**config.mk**
```make
export PLATFORM = sky130hd
export DESIGN_NAME = assembler_token_splitter
export DESIGN_NICKNAME = d
export VERILOG_FILES = /design/src/sv/ats_pkg.sv /design/src/sv/assembler_token_splitter.sv
export SDC_FILE = /design/constraint.sdc
export NUM_CORES = 1
export LEC_CHECK = 0
export BUFFER_PORTS_ARGS = -buffer_cell sky130_fd_sc_hd__clkbuf_2
export CAP_MARGIN = 20
export CORE_ASPECT_RATIO = 1.2
export CORE_MARGIN = 2
export CORE_UTILIZATION = 25
export DETAILED_ROUTE_END_ITERATION = 7
export SETUP_SLACK_MARGIN = 0.1
export SYNTH_ARGS = -nofsm -noshare
export SYNTH_HDL_FRONTEND = slang
export SYNTH_SLANG_ARGS = --single-unit
```
**constraint.sdc**
```tcl
create_clock -name clock -period 4.6 [get_ports clock]
set_input_delay 1.38 -clock clock [delete_from_list [all_inputs] [get_ports clock]]
set_output_delay 1.38 -clock clock [all_outputs]
set_load 0.01 [all_outputs]
```
**src/sv/ats_pkg.sv**
```systemverilog
// ---------------------------------------------------------------------------
// ats_pkg
// Types and character constants shared by the assembler token splitter.
// ---------------------------------------------------------------------------
`default_nettype none

package ats_pkg;

   // Token length and nesting limits
   localparam logic [7:0] MAX_TOKEN = 8'd255;
   localparam logic [7:0] MAX_NEST  = 8'd255;

   // Characters with a meaning of their own
   localparam logic [7:0] CHAR_QUOTE     = 8'h22;
   localparam logic [7:0] CHAR_LPAREN    = 8'h28;
   localparam logic [7:0] CHAR_RPAREN    = 8'h29;
   localparam logic [7:0] CHAR_LBRACKET  = 8'h5B;
   localparam logic [7:0] CHAR_RBRACKET  = 8'h5D;
   localparam logic [7:0] CHAR_SLASH     = 8'h2F;
   localparam logic [7:0] CHAR_BACKSLASH = 8'h5C;
   localparam logic [7:0] CHAR_SPACE     = 8'h20;
   localparam logic [7:0] CHAR_TAB       = 8'h09;
   localparam logic [7:0] CHAR_NEWLINE   = 8'h0A;
   localparam logic [7:0] CHAR_VTAB      = 8'h0B;
   localparam logic [7:0] CHAR_FORMFEED  = 8'h0C;
   localparam logic [7:0] CHAR_RETURN    = 8'h0D;

   typedef enum logic [1:0] {
      MODE_IDLE    = 2'd0,
      MODE_TOKEN   = 2'd1,
      MODE_BLOCK   = 2'd2,
      MODE_COMMENT = 2'd3
   } mode_type;

   // Result flags as they sit in rsp_tuser, lowest bit last in this list
   typedef struct packed {
      logic end_after;
      logic char_valid;
      logic end_before;
      logic held_slash;
   } rsp_flags_type;

endpackage

`default_nettype wire

```
**src/sv/assembler_token_splitter.sv**
```systemverilog
// ---------------------------------------------------------------------------
// assembler_token_splitter
// Byte-at-a-time tokenizer for assembler source text.
// ---------------------------------------------------------------------------
// Input channel req_*: one source byte per beat in req_tdata; a beat with
// req_tuser high is a flush marker whose byte is ignored: it releases a held
// slash, closes any open token and returns the tokenizer to its start state.
// Result channel rsp_*: exactly one beat per input beat, in order. rsp_tdata
// carries the kept character, rsp_tuser the flags that say where tokens end.
// There is one input register and one result register with the byte
// decision between them. Throughput is one byte per cycle while rsp_tready
// stays high; the input register takes a new beat in the same cycle that
// the result register hands its beat on.
// When rsp_tready is low the result register holds its beat, the input
// register fills behind it, and req_tready then drops until the result is
// taken; no beat is lost or repeated.
// Reset clears both valid bits and all tokenizer state (no token open, no
// held slash, no pending drop).
// ---------------------------------------------------------------------------
`default_nettype none

module assembler_token_splitter
   import ats_pkg::*;
(
   input  wire logic       clock,
   input  wire logic       reset,
   input  wire logic       req_tvalid,
   output logic            req_tready,
   input  wire logic [7:0] req_tdata,   // [7:0] byte_req
   input  wire logic       req_tuser,   // [0] end_of_stream
   output logic            rsp_tvalid,
   input  wire logic       rsp_tready,
   output logic [7:0]      rsp_tdata,   // [7:0] char_out
   output logic [3:0]      rsp_tuser    // [0] held_slash, [1] end_before,
                                        // [2] char_valid, [3] end_after
);

   // Input register
   logic       in_valid_ff;
   logic       in_valid_in;
   logic [7:0] in_byte_ff;
   logic       in_eos_ff;

   // Result register
   logic          rsp_valid_ff;
   logic          rsp_valid_in;
   logic [7:0]    rsp_char_ff;
   logic [7:0]    rsp_char_in;
   rsp_flags_type rsp_flags_ff;
   rsp_flags_type rsp_flags_in;

   // Tokenizer state
   mode_type   mode_ff;
   mode_type   mode_in;
   logic [7:0] nest_ff;
   logic [7:0] nest_in;
   logic       is_string_ff;
   logic       is_string_in;
   logic [7:0] token_len_ff;
   logic [7:0] token_len_in;
   logic       drop_next_ff;
   logic       drop_next_in;
   logic       slash_held_ff;
   logic       slash_held_in;

   logic advance;
   logic accept;
   logic is_blank;

   assign advance    = in_valid_ff && (!rsp_valid_ff || rsp_tready);
   assign req_tready = !in_valid_ff || advance;
   assign accept     = req_tvalid && req_tready;

   assign in_valid_in  = accept || (in_valid_ff && !advance);
   assign rsp_valid_in = advance || (rsp_valid_ff && !rsp_tready);

   assign is_blank = (in_byte_ff == CHAR_SPACE)    || (in_byte_ff == CHAR_TAB)
                  || (in_byte_ff == CHAR_NEWLINE)  || (in_byte_ff == CHAR_VTAB)
                  || (in_byte_ff == CHAR_FORMFEED) || (in_byte_ff == CHAR_RETURN);

   // Byte decision: next tokenizer state and the result character and flags
   always_comb begin
      logic       do_keep;
      logic       force_end;
      logic [7:0] len_kept;
      logic [7:0] len_slash;
      logic       last_paren;

      mode_in       = mode_ff;
      nest_in       = nest_ff;
      is_string_in  = is_string_ff;
      token_len_in  = token_len_ff;
      drop_next_in  = drop_next_ff;
      slash_held_in = slash_held_ff;
      rsp_flags_in  = '0;
      rsp_char_in   = '0;
      do_keep       = 1'b0;
      force_end     = 1'b0;
      len_kept      = '0;
      len_slash     = '0;
      last_paren    = 1'b0;

      if (in_eos_ff) begin
         rsp_flags_in.held_slash = slash_held_ff;
         rsp_flags_in.end_before = (mode_ff == MODE_TOKEN) || (mode_ff == MODE_BLOCK)
                                 || slash_held_ff;
         mode_in       = MODE_IDLE;
         nest_in       = '0;
         is_string_in  = 1'b0;
         token_len_in  = '0;
         drop_next_in  = 1'b0;
         slash_held_in = 1'b0;
      end else if (drop_next_ff) begin
         drop_next_in = 1'b0;
      end else if (mode_ff == MODE_COMMENT) begin
         if (in_byte_ff == CHAR_NEWLINE) begin
            mode_in = MODE_IDLE;
         end
      end else if (mode_ff == MODE_BLOCK) begin
         if (is_string_ff) begin
            if (in_byte_ff == CHAR_BACKSLASH) begin
               drop_next_in = 1'b1;
            end else begin
               do_keep   = 1'b1;
               force_end = (in_byte_ff == CHAR_QUOTE);
            end
         end else begin
            do_keep = 1'b1;
            if (in_byte_ff == CHAR_LPAREN) begin
               if (nest_ff < MAX_NEST) begin
                  nest_in = nest_ff + 8'd1;
               end
            end else if (in_byte_ff == CHAR_RPAREN) begin
               last_paren = (nest_ff <= 8'd1);
               if (nest_ff != 8'd0) begin
                  nest_in = nest_ff - 8'd1;
               end
               force_end = last_paren;
            end
         end
      end else if (in_byte_ff == CHAR_SLASH && slash_held_ff) begin
         // second slash: close the open token and enter the comment
         slash_held_in           = 1'b0;
         rsp_flags_in.end_before = (mode_ff == MODE_TOKEN);
         nest_in                 = '0;
         is_string_in            = 1'b0;
         token_len_in            = '0;
         mode_in                 = MODE_COMMENT;
      end else if (in_byte_ff == CHAR_SLASH) begin
         slash_held_in = 1'b1;
      end else begin
         // release a held slash into the token first
         if (slash_held_ff) begin
            slash_held_in           = 1'b0;
            rsp_flags_in.held_slash = 1'b1;
            mode_in                 = MODE_TOKEN;
            len_slash               = token_len_ff + 8'd1;
            token_len_in            = len_slash;
            if (len_slash >= MAX_TOKEN) begin
               rsp_flags_in.end_before = 1'b1;
               mode_in                 = MODE_IDLE;
               nest_in                 = '0;
               is_string_in            = 1'b0;
               token_len_in            = '0;
            end
         end
         if (is_blank) begin
            if (mode_in == MODE_TOKEN) begin
               rsp_flags_in.end_before = 1'b1;
            end
            mode_in      = MODE_IDLE;
            nest_in      = '0;
            is_string_in = 1'b0;
            token_len_in = '0;
         end else if (in_byte_ff == CHAR_BACKSLASH) begin
            drop_next_in = 1'b1;
         end else if (in_byte_ff == CHAR_QUOTE) begin
            mode_in      = MODE_BLOCK;
            is_string_in = 1'b1;
            nest_in      = '0;
            do_keep      = 1'b1;
         end else if (in_byte_ff == CHAR_LPAREN) begin
            mode_in      = MODE_BLOCK;
            is_string_in = 1'b0;
            nest_in      = 8'd1;
            do_keep      = 1'b1;
         end else if (in_byte_ff == CHAR_LBRACKET || in_byte_ff == CHAR_RBRACKET) begin
            // one-character token: end what is open, keep, end again
            if (mode_in == MODE_TOKEN) begin
               rsp_flags_in.end_before = 1'b1;
            end
            mode_in      = MODE_IDLE;
            nest_in      = '0;
            is_string_in = 1'b0;
            token_len_in = '0;
            do_keep      = 1'b1;
            force_end    = 1'b1;
         end else begin
            mode_in = MODE_TOKEN;
            do_keep = 1'b1;
         end
      end

      // Append the byte; the length limit or a closing byte ends the token
      if (do_keep) begin
         rsp_char_in             = in_byte_ff;
         rsp_flags_in.char_valid = 1'b1;
         len_kept                = token_len_in + 8'd1;
         if (force_end || len_kept >= MAX_TOKEN) begin
            rsp_flags_in.end_after = 1'b1;
            mode_in                = MODE_IDLE;
            nest_in                = '0;
            is_string_in           = 1'b0;
            token_len_in           = '0;
         end else begin
            token_len_in = len_kept;
         end
      end
   end

   always_ff @(posedge clock) begin
      if (reset) begin
         in_valid_ff   <= 1'b0;
         rsp_valid_ff  <= 1'b0;
         mode_ff       <= MODE_IDLE;
         nest_ff       <= '0;
         is_string_ff  <= 1'b0;
         token_len_ff  <= '0;
         drop_next_ff  <= 1'b0;
         slash_held_ff <= 1'b0;
      end else begin
         in_valid_ff  <= in_valid_in;
         rsp_valid_ff <= rsp_valid_in;
         if (advance) begin
            mode_ff       <= mode_in;
            nest_ff       <= nest_in;
            is_string_ff  <= is_string_in;
            token_len_ff  <= token_len_in;
            drop_next_ff  <= drop_next_in;
            slash_held_ff <= slash_held_in;
         end
      end
   end

   // Payload registers
   always_ff @(posedge clock) begin
      if (accept) begin
         in_byte_ff <= req_tdata;
         in_eos_ff  <= req_tuser;
      end
      if (advance) begin
         rsp_char_ff  <= rsp_char_in;
         rsp_flags_ff <= rsp_flags_in;
      end
   end

   assign rsp_tvalid = rsp_valid_ff;
   assign rsp_tdata  = rsp_char_ff;
   assign rsp_tuser  = rsp_flags_ff;

endmodule

`default_nettype wire

```
==> results.py, run 1 <==
metrics = {
    "route": {
        "antenna_left": 0,
        "drc_errors": 0,
        "drt_iter0_drc": 292,
        "wl_per_cell_um": 15.65,
        "num_vias": 3426,
        "routed_wl_um": 9669,
        "first_pass_iters": 5,
        "vias_per_cell": 5.544,
    },
    "grt": {
        "grt_pass1_wl_um": 15970,
        "antenna_found_initial": 0,
        "gr-total-overflow": 0,
        "grt_usage_pct": 12.99,
        "grt_pass1_vias": 3265,
        "grt_max_degree": 24,
    },
    "cts": {
        "cts_hold_buffers": 0,
        "cts_resized": 0,
        "clockRootBuffer": "clkbuf_16",
        "clock_tree.buffer_depth": 2,
        "cts_buffers": 5,
        "worstSkewPairLatency_ns": 0.29,
        "cts_setup_buffers": 0,
        "clk_pin_slew_ns": 0.07,
        "cts_tree": "built",
        "h-tree-depth": 2,
        "clock-sinks": 44,
    },
    "place": {
        "place_inst": 610,
        "gp_congestion": 0.9174,
        "portBuffers": 26,
        "dp_hpwl_um": 7235,
    },
    "sta": {
        "final_hold_viol_count": 0,
        "fmax_mhz": 250.2,
        "setup_violations": 0,
        "clock_skew_ns": 0.005641,
        "relSlewSlack_pct": 48.41,
        "tightestPinTransition_ns": 0.7638,
        "finalWorstPathRequiredPeriod_ns": 3.997,
        "tns_ns": 0,
        "rsz0062_at_grt": "no",
        "drv_slew": 0,
        "post-route-period-util_pct": 86.90,
    },
    "worst_setup_path": {
        "rr_startpoint": "token_len_ff[1]",
        "worstSetupEndpoint": "token_len_ff[2]",
        "cp-end-kind": "flip-flop",
        "worst-setup-path-type": "reg -> reg",
        "reg2reg_depth": 14,
        "startpoint": "token_len_ff[1]",
        "regToRegEndpoint": "token_len_ff[2]",
        "cp.required_ns": 4.80,
        "cp_max_fo": 9,
        "start_kind": "flip-flop",
        "worstPathArrival_ns": 4.19,
        "reg2reg_setup_slack_ns": 0.60,
    },
    "cells_and_area": {
        "areaGrowthSynthToFinish_pct": 13.70,
        "final_cells": 618,
        "antenna-diode-count": 0,
        "nNetsFinal": 469,
        "multi_input_comb_area_um2": 2198,
        "final_layout_size_suffix_gt1_share_pct": 15.21,
        "final_util_pct": 28.88,
        "nFillCells": 1467,
        "register_area_um2": 1091,
    },
    "yosys": {
        "synth_top_family_by_area": "simple AND/OR/NAND/NOR gates",
        "ys_seq_elements": 44,
        "synth_fa_ha_area_share_pct": 3.595,
        "ys_seq_area_share_pct": 31.34,
        "synth-xor-area-share_pct": 1.222,
        "yosysTopAreaCell": "edfxtp_1",
        "synth-compound-area-share_pct": 27.86,
        "syn_nets": 450,
        "yosysTopAreaCellShare_pct": 18.12,
        "ys.flop_type": "dfxtp_1",
        "synth_warnings": 0,
        "synth-simple-area-share_pct": 28.61,
        "synth_cell_types": 81,
        "ys_top_cells_by_area": "edfxtp_1 18%, dfxtp_1 13%, nor2_1 5.4%, o21ai_0 4.2%, a21oi_1 4.0%",
        "synthesis.area_um2": 3481,
        "syn_area_per_cell_um2": 8.152,
        "synth-edff-count": 21,
        "netlist_instances": 427,
        "muxShareOfSynthArea_pct": 1.869,
        "async_reset_ff_share_pct": 0,
    },
    "floorplanning": {
        "die_x_um": 111.7,
        "fp-row-count": 47,
        "dieArea_um2": 14890,
        "initial_core_util_pct": 25.40,
        "fp.coreArea_um2": 13700,
        "die_y_um": 133.3,
        "boundaryPins": 27,
    },
    "outcome": {
        "status": "completed",
    },
    "hold_path": {
        "hp-class": "reg -> reg",
        "worstHoldStart": "token_len_ff[6]",
    },
    "power": {
        "powerDensity_nw_per_um2": 248.2,
        "vdd_drop_max_uv": 121.8,
        "power.total_mw": 0.9821,
        "p_leak_nw": 1.400,
    },
    "job": {
        "drv_cap": 0,
    },
}
## report_power, final
group	total (mW)	internal (mW)	switching, mW	leakage [nW]
Sequential	0.445	0.427	0.0178	0.389
Combinational	0.107	0.0398	0.0673	0.924
Clock	0.430	0.272	0.158	0.0871
Total	0.982	0.739	0.243	1.40
## layout by cell type, fill, tap and decap left out, drive strengths merged, types with 3 or more instances in the layout
cell,instances
o32ai,3
a211oi,4
a211o,3
o22ai,5
a311oi,4
and3,8
nor4,9
and2,13
nor2b,4
nor2,54
a21oi,29
a32oi,7
buf,10
nand3,22
nand2,28
inv,19
nor3,18
and4,5
ha,10
o31ai,3
clkbuf,32
edfxtp,21
a22oi,3
a31oi,14
nand2b,6
o21ai,33
nand4,7
dfxtp,23
mux2i,3
a41oi,4
## metal layers
layer / GRT usage [%] / vias to the layer above / wire length, um
met5: 0 / - / 0
met4: 6.104 / 0 / 300
met3: 1.729 / 32 / 451
met2: 22.63 / 142 / 4833
met1: 15.81 / 1601 / 4083
li1: - / 1651 / -
## how the worst min path moves through the flow
stage | slack (ns) | depth (start not counted) | endpoint
floorplan | 0.47 | 2 | token_len_ff[6]
global placement | 0.50 | 2 | token_len_ff[6]
detailed placement | 0.50 | 2 | token_len_ff[6]
CTS | 0.51 | 2 | token_len_ff[6]
global route | 0.59 | 2 | drop_next_ff
finish | 0.51 | 2 | token_len_ff[6]
## state kept, by name, summed over array words and instances (netlist names)
name,cells
drop_next_ff,1
in_byte_ff,8
in_eos_ff,1
in_valid_ff,1
is_string_ff,1
mode_ff,2
nest_ff,8
rsp_tdata,8
rsp_tuser,4
rsp_tvalid,1
slash_held_ff,1
token_len_ff,8
## metrics by stage
step / setup slack, ns / hold slack, ns / instance area (um2)
after CTS: 0.6568 / 0.5097 / 3958
after floorplan: 1.102 / 0.4655 / 3481
after detailed placement: 0.6920 / 0.4997 / 3780
after global routing: 0.3235 / 0.5874 / 3958
final: 0.6026 / 0.5134 / 3958
after global placement: 0.7970 / 0.4992 / 3780
## synth_stat cells (5+ instances only)
cell type	count
a31oi_1	13
o21ai_0	29
and3_1	7
nand4_1	7
edfxtp_1	21
nand2b_1	6
nand2_1	28
nor2_1	50
nand3_1	21
nor4_1	9
a32oi_1	7
clkbuf_1	16
nor3_1	18
inv_1	19
dfxtp_1	23
o22ai_1	5
and2_1	13
ha_1	10
a21oi_1	28
## worst max-delay path, stage by stage, from the launching register on
cell and delay, ns:
dfxtp_1 0.48, ha_1 0.29, inv_1 0.06, or4_4 0.55, and3b_1 0.30, a21oi_1 0.18
o21ai_0 0.14, mux2i_1 0.27, nor2_1 0.10, ha_1 0.26, and4_4 0.20, a211o_4 0.36
a31oi_4 0.29, nand4b_1 0.13, a311oi_1 0.30
## kinds of logic (layout without fill, tap and decap cells)
family                   Yosys count  count (layout)
AND/OR/NAND/NOR                  188             188
buffers and inverters             43              63
XOR/XNOR                           4               4
AO/OA/AOI/OAI                    133             133
flip-flops                        44              44
adder cells (fa/ha/maj)           10              10
multiplexers                       5               5
## cell type report
| type | count | area share, % |
|---|---|---|
| clock inverters | 2 | 0.9801 |
| inverters | 19 | 1.802 |
| well taps | 171 | 5.406 |
| flip-flops and latches | 44 | 27.57 |
| clock buffers | 6 | 3.509 |
| multi-input cells | 340 | 55.55 |
| repair buffers | 36 | 5.185 |
Power figures use the tool's default switching activity.
==> run 2, diff against run 1 <==
Settings changed: CORE_ASPECT_RATIO 1.2 to unset, RECOVER_POWER set to 25, SKIP_LAST_GASP set to 1.
==> results.py, run 2 (synthesized netlist as in run 1, its figures left out) <==
metrics = {
    "outcome": {
        "status": "completed",
    },
    "cts": {
        "cts_resized": 0,
        "cts_hold_buffers": 0,
        "clock_tree.buffer_depth": 2,
        "cts_buffers": 5,
        "h-tree-depth": 2,
        "clock-sinks": 44,
        "worstSkewPairLatency_ns": 0.29,
        "cts_tree": "built",
        "clockRootBuffer": "clkbuf_16",
        "clk_pin_slew_ns": 0.06,
        "cts_setup_buffers": 0,
    },
    "sta": {
        "drv_slew": 0,
        "relSlewSlack_pct": 24.72,
        "fmax_mhz": 249.0,
        "clock_skew_ns": 0.01019,
        "setup_violations": 0,
        "final_hold_viol_count": 0,
        "layout_setup_ws_ns": 0.5838,
        "finalWorstPathRequiredPeriod_ns": 4.016,
        "rsz0062_at_grt": "no",
        "tns_ns": 0,
        "tightestPinTransition_ns": 1.129,
        "post-route-period-util_pct": 87.31,
    },
    "worst_setup_path": {
        "slowest_stage": "or4_4",
        "crit_path_max_incr_delay_ns": 0.55,
        "cp-end-kind": "flip-flop",
        "cp_max_fo": 9,
        "cp.depth": 14,
        "cpMostUsedCell": "ha_1",
        "crit_buf_inv": 1,
        "cp.required_ns": 4.81,
        "crit_chain": "ha_1 > inv_1 > or4_4 > and3b_1 > a21oi_1 > o21ai_0 > mux2i_1 > nor2_1 > ha_1 > and4_4 > a211o_4 > a41oi_4 > nand3_2 > o22ai_1",
        "start_kind": "flip-flop",
        "worst-setup-path-type": "reg -> reg",
        "reg2reg_depth": 14,
        "worstPathArrival_ns": 4.23,
        "cp_top_family": "simple AND/OR/NAND/NOR gates",
    },
    "cells_and_area": {
        "final_cell_mix": "50 x nor2_1, 29 x o21ai_0, 28 x nand2_1, 28 x a21oi_1, 23 x dfxtp_1",
        "final_common_cell": "nor2_1",
        "nFillCells": 1462,
        "nNetsFinal": 469,
        "final_layout_size_suffix_gt1_share_pct": 13.65,
        "antenna-diode-count": 0,
        "multi_input_comb_area_um2": 2198,
        "areaGrowthSynthToFinish_pct": 13.52,
        "register_area_um2": 1091,
        "final_util_pct": 28.80,
    },
    "grt": {
        "grt_pass1_vias": 3236,
        "grt_max_degree": 23,
        "gr-total-overflow": 0,
        "antenna_found_initial": 0,
        "grt_pass1_wl_um": 16270,
        "grt_usage_pct": 13.59,
    },
    "power": {
        "p_leak_nw": 1.376,
        "power.total_mw": 0.9653,
        "powerDensity_nw_per_um2": 244.3,
        "vdd_drop_max_uv": 125.6,
    },
    "route": {
        "antenna_left": 0,
        "num_vias": 3439,
        "first_pass_iters": 5,
        "routed_wl_um": 9851,
        "wl_per_cell_um": 15.71,
        "vias_per_cell": 5.485,
        "drc_errors": 0,
        "drt_iter0_drc": 232,
    },
    "floorplanning": {
        "boundaryPins": 27,
        "fp.coreArea_um2": 13720,
        "fp-row-count": 43,
        "initial_core_util_pct": 25.37,
        "die_x_um": 122.0,
        "die_y_um": 122.0,
        "dieArea_um2": 14880,
    },
    "hold_path": {
        "min_path_cells": 2,
        "hp-class": "reg -> reg",
    },
    "place": {
        "gp_congestion": 0.8947,
        "place_ws_ns": 0.6802,
        "portBuffers": 26,
        "dp_hpwl_um": 7330,
    },
    "job": {
        "drv_cap": 0,
    },
}
run 2: changes by cell type in the layout (fill, tap and decap cells not counted), sizes merged:
| cell | change |
|---|---|
| clkbuf | -1 |
| clkinv | +1 |
run 2: through the flow:
stage	hold slack, ns	std cells	area (um2)
after CTS	0.5366	627	3959
after detailed placement	0.5207	619	3791
after global routing	0.5752	627	3951
after floorplan	0.4655	427	3481
after global placement	0.5002	619	3791
final	0.5346	627	3951
run 2: cell type report:
class | count | area share, %
clock inverter | 3 | 1.077
inverter | 19 | 1.805
tap | 180 | 5.700
multi-input combinational | 340 | 55.64
timing repair buffer | 36 | 5.003
clock buffer | 5 | 3.167
sequential | 44 | 27.61
run 2: where the power goes:
| part | switching (mW) | total [mW] | internal, mW |
|---|---|---|---|
| logic | 0.0685 | 0.108 | 0.0393 |
| registers | 0.0179 | 0.445 | 0.427 |
| clock network | 0.157 | 0.412 | 0.256 |
| total | 0.243 | 0.965 | 0.722 |
run 2: worst paths after layout:
path | to | slack [ns] | start
max | nest_ff[6] | 0.58 | token_len_ff[1]
min | token_len_ff[6] | 0.53 | token_len_ff[6]
max reg2reg | nest_ff[6] | 0.58 | token_len_ff[1]
min reg2reg | token_len_ff[6] | 0.53 | token_len_ff[6]
run 2: layer usage:
| layer | share of wire [%] | up-vias | track usage (%) |
|---|---|---|---|
| met5 | 0 | - | 0 |
| met2 | 48 | 130 | 22.94 |
| met4 | 2.0 | 0 | 5.172 |
| li1 | - | 1661 | - |
| met1 | 45 | 1632 | 17.49 |
| met3 | 5.4 | 16 | 2.013 |
run 2: worst min-delay path, cell delays in order, from the launching register on:
cell and delay [ns]:
dfxtp_1 0.34, inv_1 0.08, a211oi_1 0.06
